===== config.mk =====
export PLATFORM = sky130hd
export DESIGN_NAME = first_unique_letter_stream_flat
export DESIGN_NICKNAME = d
export VERILOG_FILES = /design/src/rtl/core/fuls_pkg.sv /design/src/rtl/core/fuls_if.sv /design/src/rtl/core/fuls_front.sv /design/src/rtl/core/fuls_back.sv /design/src/rtl/core/first_unique_letter_stream.sv /design/src/flat_wrapper.sv
export SDC_FILE = /design/constraint.sdc
export NUM_CORES = 1
export LEC_CHECK = 0
export ABC_AREA = 1
export BUFFER_PORTS_ARGS = -buffer_cell sky130_fd_sc_hd__buf_4
export CAP_MARGIN = 20
export CORE_MARGIN = 2
export CORE_UTILIZATION = 57
export DETAILED_ROUTE_END_ITERATION = 6
export GPL_ROUTABILITY_DRIVEN = 1
export PLACE_DENSITY = 0.82
export SLEW_MARGIN = 10
export SYNTH_ARGS = -nofsm -noshare
export SYNTH_HDL_FRONTEND = slang
export SYNTH_HIERARCHICAL = 1
export SYNTH_SLANG_ARGS = --single-unit
export TNS_END_PERCENT = 1

===== constraint.sdc =====
create_clock -name clk -period 3.8 [get_ports clk]
set_input_delay 0.19 -clock clk [delete_from_list [all_inputs] [get_ports clk]]
set_output_delay 0.19 -clock clk [all_outputs]
set_load 0.005 [all_outputs]

===== src/rtl/core/fuls_pkg.sv =====
// fuls_pkg: shared types and constants for first_unique_letter_stream.
// No dependencies.
package fuls_pkg;

  localparam int ALPHABET_SIZE = 26;
  localparam int LETTER_W      = 5;
  localparam int CNT_W         = 2;
  localparam int PTR_W         = (ALPHABET_SIZE > 1) ? $clog2(ALPHABET_SIZE) : 1;
  localparam int QCNT_W        = $clog2(ALPHABET_SIZE + 1);

  localparam int QDEPTH        = 2;
  localparam int QPTR_W        = $clog2(QDEPTH);
  localparam int QFILL_W       = $clog2(QDEPTH + 1);

  localparam logic [CNT_W-1:0] CNT_SAT = CNT_W'(2);

  typedef struct packed {
    logic [LETTER_W-1:0] letter;
    logic                start_new;
    logic                in_range;
  } cmd_t;

endpackage


===== src/rtl/core/fuls_if.sv =====
// fuls_if: valid/ready channel interfaces for letter input and answer output.
// Depends on fuls_pkg.
interface fuls_in_if;
  logic                          valid;
  logic                          ready;
  logic [fuls_pkg::LETTER_W-1:0] letter;
  logic                          start_new;

  modport source (output valid, output letter, output start_new, input ready);
  modport sink   (input valid, input letter, input start_new, output ready);
endinterface

interface fuls_out_if;
  logic                          valid;
  logic                          ready;
  logic                          has_answer;
  logic [fuls_pkg::LETTER_W-1:0] answer_letter;

  modport source (output valid, output has_answer, output answer_letter, input ready);
  modport sink   (input valid, input has_answer, input answer_letter, output ready);
endinterface


===== src/rtl/core/fuls_front.sv =====
// fuls_front: accepts input transfers, flags out-of-range codes and queues commands.
// Depends on fuls_pkg and fuls_if.
module fuls_front (
  input  logic             clk,
  input  logic             rst_n,
  fuls_in_if.sink          in_ch,
  output logic             cmd_valid,
  output fuls_pkg::cmd_t   cmd,
  input  logic             cmd_pop
);

  fuls_pkg::cmd_t                      q_r [fuls_pkg::QDEPTH];
  logic [fuls_pkg::QPTR_W-1:0]         wr_ptr_r, wr_ptr_nxt;
  logic [fuls_pkg::QPTR_W-1:0]         rd_ptr_r, rd_ptr_nxt;
  logic [fuls_pkg::QFILL_W-1:0]        fill_r, fill_nxt;
  logic                                push;
  fuls_pkg::cmd_t                      new_cmd;

  assign in_ch.ready = (fill_r < fuls_pkg::QFILL_W'(fuls_pkg::QDEPTH));
  assign push        = in_ch.valid && in_ch.ready;
  assign cmd_valid   = (fill_r != '0);
  assign cmd         = q_r[rd_ptr_r];

  always_comb begin
    new_cmd.letter    = in_ch.letter;
    new_cmd.start_new = in_ch.start_new;
    new_cmd.in_range  = (int'(in_ch.letter) < fuls_pkg::ALPHABET_SIZE);
  end

  function automatic logic [fuls_pkg::QPTR_W-1:0] qinc(input logic [fuls_pkg::QPTR_W-1:0] p);
    return (p == fuls_pkg::QPTR_W'(fuls_pkg::QDEPTH - 1)) ? '0 : p + 1'b1;
  endfunction

  always_comb begin
    wr_ptr_nxt = push ? qinc(wr_ptr_r) : wr_ptr_r;
    rd_ptr_nxt = cmd_pop ? qinc(rd_ptr_r) : rd_ptr_r;
    fill_nxt   = fill_r + fuls_pkg::QFILL_W'(push) - fuls_pkg::QFILL_W'(cmd_pop);
  end

  always_ff @(posedge clk) begin
    if (!rst_n) begin
      wr_ptr_r <= '0;
      rd_ptr_r <= '0;
      fill_r   <= '0;
    end else begin
      wr_ptr_r <= wr_ptr_nxt;
      rd_ptr_r <= rd_ptr_nxt;
      fill_r   <= fill_nxt;
    end
  end

  always_ff @(posedge clk) begin
    if (push) begin
      q_r[wr_ptr_r] <= new_cmd;
    end
  end

`ifndef SYNTH
  a_fill_bound: assert property (@(posedge clk) disable iff (!rst_n)
    fill_r <= fuls_pkg::QFILL_W'(fuls_pkg::QDEPTH))
    else $error("command queue overfilled");
  a_pop_nonempty: assert property (@(posedge clk) disable iff (!rst_n)
    cmd_pop |-> cmd_valid)
    else $error("pop from empty command queue");
`endif

endmodule


===== src/rtl/core/fuls_back.sv =====
// fuls_back: per-letter counts, first-seen order ring, head drop loop, answer register.
// Depends on fuls_pkg and fuls_if.
module fuls_back (
  input  logic             clk,
  input  logic             rst_n,
  input  logic             cmd_valid,
  input  fuls_pkg::cmd_t   cmd,
  output logic             cmd_pop,
  fuls_out_if.source       out_ch
);

  localparam logic S_IDLE = 1'b0;
  localparam logic S_DROP = 1'b1;

  logic                              state_r, state_nxt;
  logic [fuls_pkg::CNT_W-1:0]        counts_r [fuls_pkg::ALPHABET_SIZE];
  logic [fuls_pkg::LETTER_W-1:0]     ring_r   [fuls_pkg::ALPHABET_SIZE];
  logic [fuls_pkg::PTR_W-1:0]        head_r, head_nxt;
  logic [fuls_pkg::PTR_W-1:0]        tail_r, tail_nxt;
  logic [fuls_pkg::QCNT_W-1:0]       qcnt_r, qcnt_nxt;
  logic                              out_valid_r, out_valid_nxt;
  logic                              out_has_r, out_has_nxt;
  logic [fuls_pkg::LETTER_W-1:0]     out_letter_r, out_letter_nxt;

  logic [fuls_pkg::LETTER_W-1:0]     head_letter;
  logic [fuls_pkg::PTR_W-1:0]        rd_addr;
  logic [fuls_pkg::CNT_W-1:0]        cnt_rd, cnt_old, cnt_new;
  logic                              do_push, do_drop, out_free;
  logic [fuls_pkg::PTR_W-1:0]        tail_base;
  logic [fuls_pkg::QCNT_W-1:0]       qcnt_base;

  function automatic logic [fuls_pkg::PTR_W-1:0] rinc(input logic [fuls_pkg::PTR_W-1:0] p);
    return (p == fuls_pkg::PTR_W'(fuls_pkg::ALPHABET_SIZE - 1)) ? '0 : p + 1'b1;
  endfunction

  assign out_ch.valid         = out_valid_r;
  assign out_ch.has_answer    = out_has_r;
  assign out_ch.answer_letter = out_letter_r;
  assign out_free             = !out_valid_r || out_ch.ready;

  assign cmd_pop     = (state_r == S_IDLE) && cmd_valid;
  assign head_letter = ring_r[head_r];
  // single count read port: incoming letter in idle, head letter while dropping
  assign rd_addr     = (state_r == S_IDLE) ? fuls_pkg::PTR_W'(cmd.letter)
                                           : fuls_pkg::PTR_W'(head_letter);
  assign cnt_rd      = counts_r[rd_addr];
  assign cnt_old     = cmd.start_new ? '0 : cnt_rd;
  assign cnt_new     = (cnt_old < fuls_pkg::CNT_SAT) ? cnt_old + 1'b1 : cnt_old;
  assign tail_base   = cmd.start_new ? '0 : tail_r;
  assign qcnt_base   = cmd.start_new ? '0 : qcnt_r;
  assign do_push     = cmd_pop && cmd.in_range && (cnt_old == '0) &&
                       (qcnt_base < fuls_pkg::QCNT_W'(fuls_pkg::ALPHABET_SIZE));
  assign do_drop     = (state_r == S_DROP) && (qcnt_r != '0) &&
                       (int'(head_letter) < fuls_pkg::ALPHABET_SIZE) &&
                       (cnt_rd > fuls_pkg::CNT_W'(1));

  always_comb begin
    state_nxt      = state_r;
    head_nxt       = head_r;
    tail_nxt       = tail_r;
    qcnt_nxt       = qcnt_r;
    out_valid_nxt  = out_valid_r && !out_ch.ready;
    out_has_nxt    = out_has_r;
    out_letter_nxt = out_letter_r;
    case (state_r)
      S_IDLE: begin
        if (cmd_pop) begin
          if (cmd.start_new) begin
            head_nxt = '0;
          end
          tail_nxt  = do_push ? rinc(tail_base) : tail_base;
          qcnt_nxt  = qcnt_base + fuls_pkg::QCNT_W'(do_push);
          state_nxt = S_DROP;
        end
      end
      S_DROP: begin
        if (do_drop) begin
          head_nxt = rinc(head_r);
          qcnt_nxt = qcnt_r - 1'b1;
        end else if (out_free) begin
          out_valid_nxt  = 1'b1;
          out_has_nxt    = (qcnt_r != '0);
          out_letter_nxt = (qcnt_r != '0) ? head_letter : '0;
          state_nxt      = S_IDLE;
        end
      end
      default: state_nxt = S_IDLE;
    endcase
  end

  always_ff @(posedge clk) begin
    if (!rst_n) begin
      state_r     <= S_IDLE;
      head_r      <= '0;
      tail_r      <= '0;
      qcnt_r      <= '0;
      out_valid_r <= 1'b0;
      counts_r    <= '{default: '0};
    end else begin
      state_r     <= state_nxt;
      head_r      <= head_nxt;
      tail_r      <= tail_nxt;
      qcnt_r      <= qcnt_nxt;
      out_valid_r <= out_valid_nxt;
      if (cmd_pop && cmd.start_new) begin
        counts_r <= '{default: '0};
      end
      if (cmd_pop && cmd.in_range) begin
        counts_r[rd_addr] <= cnt_new;
      end
    end
  end

  always_ff @(posedge clk) begin
    out_has_r    <= out_has_nxt;
    out_letter_r <= out_letter_nxt;
    if (do_push) begin
      ring_r[tail_base] <= cmd.letter;
    end
  end

`ifndef SYNTH
  a_qcnt_bound: assert property (@(posedge clk) disable iff (!rst_n)
    qcnt_r <= fuls_pkg::QCNT_W'(fuls_pkg::ALPHABET_SIZE))
    else $error("order ring count out of range");
  a_empty_ptrs: assert property (@(posedge clk) disable iff (!rst_n)
    (qcnt_r == '0) |-> (head_r == tail_r))
    else $error("empty ring with unequal pointers");
  a_none_zero: assert property (@(posedge clk) disable iff (!rst_n)
    (out_valid_r && !out_has_r) |-> (out_letter_r == '0))
    else $error("answer letter nonzero without answer");
  a_pop_idle: assert property (@(posedge clk) disable iff (!rst_n)
    cmd_pop |=> (state_r == S_DROP))
    else $error("command taken without entering drop phase");
`endif

endmodule


===== src/rtl/core/first_unique_letter_stream.sv =====
// first_unique_letter_stream: top level, front queue plus back engine.
// Depends on fuls_pkg, fuls_if, fuls_front and fuls_back.
//
// Reports, for every letter transfer, the earliest letter of the current string
// that has occurred exactly once (has_answer = 0 and answer_letter = 0 if none).
// start_new clears the string before its own letter; codes at or above the
// alphabet size change nothing. A two-entry command queue decouples the input
// from the engine. The engine first updates the letter count and the first-seen
// ring (idle state), then drops head letters whose count exceeds one (drop
// state), at most one drop per distinct letter per string, and then registers
// the answer; it takes the next command only after registering the answer.
// The answer register lets the next letter be processed while a result waits.
// No clearing pass after reset.
module first_unique_letter_stream (
  input  logic       clk,
  input  logic       rst_n,
  fuls_in_if.sink    in_ch,
  fuls_out_if.source out_ch
);

  logic           cmd_valid;
  logic           cmd_pop;
  fuls_pkg::cmd_t cmd;

  fuls_front u_front (
    .clk       (clk),
    .rst_n     (rst_n),
    .in_ch     (in_ch),
    .cmd_valid (cmd_valid),
    .cmd       (cmd),
    .cmd_pop   (cmd_pop)
  );

  fuls_back u_back (
    .clk       (clk),
    .rst_n     (rst_n),
    .cmd_valid (cmd_valid),
    .cmd       (cmd),
    .cmd_pop   (cmd_pop),
    .out_ch    (out_ch)
  );

endmodule

===== src/flat_wrapper.sv =====
// flat-port wrapper written by rule: the top's interface ports become plain ports
module first_unique_letter_stream_flat 
  (clk, rst_n, in_ch_valid, in_ch_letter, in_ch_start_new, in_ch_ready, out_ch_valid, out_ch_has_answer, out_ch_answer_letter, out_ch_ready);
  fuls_in_if in_ch_i ();
  fuls_out_if out_ch_i ();
  input  logic clk;
  input  logic rst_n;
  input wire logic [$bits(in_ch_i.valid)-1:0] in_ch_valid;
  input wire logic [$bits(in_ch_i.letter)-1:0] in_ch_letter;
  input wire logic [$bits(in_ch_i.start_new)-1:0] in_ch_start_new;
  output wire logic [$bits(in_ch_i.ready)-1:0] in_ch_ready;
  output wire logic [$bits(out_ch_i.valid)-1:0] out_ch_valid;
  output wire logic [$bits(out_ch_i.has_answer)-1:0] out_ch_has_answer;
  output wire logic [$bits(out_ch_i.answer_letter)-1:0] out_ch_answer_letter;
  input wire logic [$bits(out_ch_i.ready)-1:0] out_ch_ready;
  assign in_ch_i.valid = in_ch_valid;
  assign in_ch_i.letter = in_ch_letter;
  assign in_ch_i.start_new = in_ch_start_new;
  assign in_ch_ready = in_ch_i.ready;
  assign out_ch_valid = out_ch_i.valid;
  assign out_ch_has_answer = out_ch_i.has_answer;
  assign out_ch_answer_letter = out_ch_i.answer_letter;
  assign out_ch_i.ready = out_ch_ready;
  first_unique_letter_stream u_core (.clk(clk), .rst_n(rst_n), .in_ch(in_ch_i), .out_ch(out_ch_i));
endmodule

==> impl_metrics.toml <==
[synth]
dominantRegCellSynth = "edfxtp_1"
syn_inst = 1101
ys_ff_latch = 229
yosysWarnings = 6
synth_cell_types = 39
synth_edf_count = 150
async_flop_share_pct = 0
syn-cell-area_um2 = 10360
synth_area_leaders = "edfxtp_1, dfxtp_1, nand2_1, nand3_1, nor2_1"
ys_seq_area_share_pct = 58.75
synth_top_cell_area_share_pct = 43.48
synth.most_common_cell = "nand2_1"
syn-num-nets = 1123
syn_avg_cell_area_um2 = 9.408
ys_top_cells_by_count = "nand2_1, edfxtp_1, nor2_1"
synth_top_area_cell = "edfxtp_1"

[worst_setup_path]
slowest_delay_ns = 0.38
cp-end-kind = "flop"
critPathArrivalTime_ns = 3.98
criticalPathCategory = "flop to flop"
crit_chain = "buf_12, buf_12, or2_1, nand3_1, nand2_1, nand2_1, nand3_1, nand3_2, nand2_2, nand2_2, nand2_4, inv_2, nand2_2, buf_4, o22ai_1, o21ai_1, nand4_1, or2_4, ha_4, nand3_1, inv_1, buf_4, nand2_1, nor2_2"
start_kind = "flop"
path_max_fanout = 6
rrSetupSlack_ns = 0.01
required_ns = 3.99
cpMaxStageDelayCell = "dfxtp_4"

[routing]
drt-met1-wl_um = 10320
vias_per_cell = 5.789
wl_met2_um = 12390
drt_pass1_iterations = 5
drt_wl_total_um = 25600
met3_length_um = 2002
top_layer_used = "met4"
wire_per_inst_um = 18.12
ant_nets = 0
drt_first_iter_violations = 841
drc = 0
vias = 8180

[floorplanning]
dieArea_um2 = 19270
rows = 49
coreArea_um2 = 17900
start_util_pct = 57.86
pin_count = 18
die_y_um = 138.8
dieWidth_um = 138.8

[cells_and_area]
syn2layout_area_growth_pct = 17.22
num-fill-cells = 1338
drive_gt1_share_pct = 17.15
stdcell_count = 1413
final_area_um2 = 12140
n_antenna_cell = 0
finalNetCount = 1188

[power_and_ir_drop]
power.density_nw_per_um2 = 840.8
peakVddDrop_uv = 614.9
p_leak_uw = 0.004572

[global_routing]
grt_pass1_wl_um = 39940
first_global_vias = 7962
grt_overflow = 0
antenna_found_initial = 0
grtUsageTotal_pct = 25.47
grt_max_degree = 54

[sta]
finClkSkew_ns = 0.01051
period_minus_slack_ns = 3.787
setup_tns_ns = 0
worst_slew_pin_slew_ns = 0.6890
worst_hold_slack_ns = 0.4072
slew_violations = 0
timing.fmax_ghz = 0.2641
max_slew_margin_pct = 53.89
finalHoldViolCount = 0
finalCritPeriodShare_pct = 99.66
finalSetupViolCount = 0
layout_setup_ws_ns = 0.01283
rsz0062_at_grt = "true"

[hold_path]
hold_start = "in_ch_start_new"
hold_path_class = "primary input to flop"

[clock_tree]
cts_tree = "yes"
clock_sinks = 229
numCtsBuffers = 24
clock_tree.root_cell = "clkbuf_16"
htreeDepth = 1
clock_latency_ns = 0.52
cts_max_path_buffers = 3
clk_pin_slew_worst_paths_ns = 0.06

[placement]
gp_congestion = 0.9575
dpl.hpwl_um = 16160
dpl_worst_slack_ns = -0.1301
portBuffers = 17
placed_area_um2 = 10940
dpl.cell_count = 1349

[flow_run]
cap_violations = 0

[outcome]
status = "finished, final reports clean"
## routing by layer
metal | up-vias | track usage, %
met3 | 66 | 3.798
li1 | 3908 | -
met1 | 3815 | 32.92
met5 | - | 0
met2 | 391 | 43.35
met4 | 0 | 10.47
## repair_timing
action | in CTS | in global routing
gates cloned | 0 | 3
endpoints found under the hold margin | 21 | 0
setup endpoints to repair | 98 | 135
setup buffers | 0 | 3
hold buffers | 14 | 0
pin swaps | 0 | 11
gates resized for setup | 20 | 54
## final timing paths
kind                            depth (start not counted)                         end
worst max register to register                         24  u_core/u_back/ring_r[2][4]
worst max-delay path                                   24  u_core/u_back/ring_r[2][4]
worst min register to register                          2     u_core/u_back/tail_r[1]
worst min-delay path                                    2    u_core/u_front/q_r[1][1]
## worst max-delay path: cells and delay by family, from the launching register on
kind,cells,cell delay [ns]
flip-flops,1,0.38
AND/OR/NAND/NOR,15,1.95
buffers and inverters,6,0.74
AO/OA/AOI/OAI,2,0.26
adder cells (fa/ha/maj),1,0.13
## where the power goes
group | switching [uW] | internal [uW]
sequential | 145 | 3030
clock | 949 | 1280
combinational | 3110 | 1690
## layout by cell type, fill, tap and decap left out, types with 5 or more instances in the layout
| cell | netlist | layout |
|---|---|---|
| o211ai_1 | 9 | 9 |
| clkinvlp_4 | 0 | 5 |
| dlygate4sd3_1 | 0 | 14 |
| ha_1 | 12 | 10 |
| nor2_4 | 0 | 5 |
| clkbuf_16 | 0 | 28 |
| mux2_4 | 7 | 7 |
| nand3b_1 | 10 | 10 |
| a211oi_1 | 53 | 53 |
| nor2_1 | 119 | 85 |
| nand2_2 | 3 | 8 |
| nor2_2 | 10 | 39 |
| o21ai_0 | 35 | 26 |
| o22ai_1 | 12 | 10 |
| edfxtp_1 | 150 | 150 |
| buf_4 | 7 | 67 |
| nand3_1 | 91 | 89 |
| inv_2 | 6 | 9 |
| dfxtp_1 | 79 | 77 |
| buf_12 | 0 | 5 |
| a21oi_1 | 78 | 78 |
| o21ai_1 | 10 | 19 |
| inv_1 | 83 | 80 |
| nand2_1 | 250 | 245 |
## layout make-up
type / count / area [um^2] / share of cell area [%]
sequential: 229 / 6091 / 50.16
multi-input combinational: 728 / 3812 / 31.40
timing repair buffer: 90 / 829.5 / 6.832
clock buffer: 33 / 695.7 / 5.729
inverter: 93 / 361.6 / 2.978
tap: 229 / 286.5 / 2.360
clock inverter: 11 / 66.31 / 0.5461
## through the flow
stage	power [uW]	util, %
3_3_place_gp	7427	61.13
5_1_grt	10790	67.83
6_report	10210	67.83
3_5_place_dp	7530	61.13
2_1_floorplan	6044	-
4_1_cts	9844	66.42
## cell families (layout without fill, tap and decap cells)
| logic type | count (synthesis) | count (layout) | synth area share, % |
|---|---|---|---|
| simple gates | 502 | 502 | 20.72 |
| flops | 229 | 229 | 58.75 |
| compound gates | 203 | 203 | 11.64 |
| buf+inv | 144 | 227 | 6.088 |
| fa+ha+maj | 12 | 12 | 1.449 |
| mux | 7 | 7 | 1.015 |
| xor+xnor | 4 | 4 | 0.3383 |
## registers in the layout (all words and copies together), names as in the netlist, named ones only
register	flops
u_core/u_back/ring_r	130
u_core/u_back/counts_r	52
u_core/u_front/q_r	14
u_core/u_back/head_r	5
u_core/u_back/out_ch.answer_letter	5
u_core/u_back/qcnt_r	5
u_core/u_back/tail_r	5
u_core/u_front/fill_r	2
u_core/u_back/out_ch.has_answer	1
u_core/u_back/out_ch.valid	1
u_core/u_back/state_r	1
u_core/u_front/rd_ptr_r	1
u_core/u_front/wr_ptr_r	1
Power figures use the tool's default switching activity.
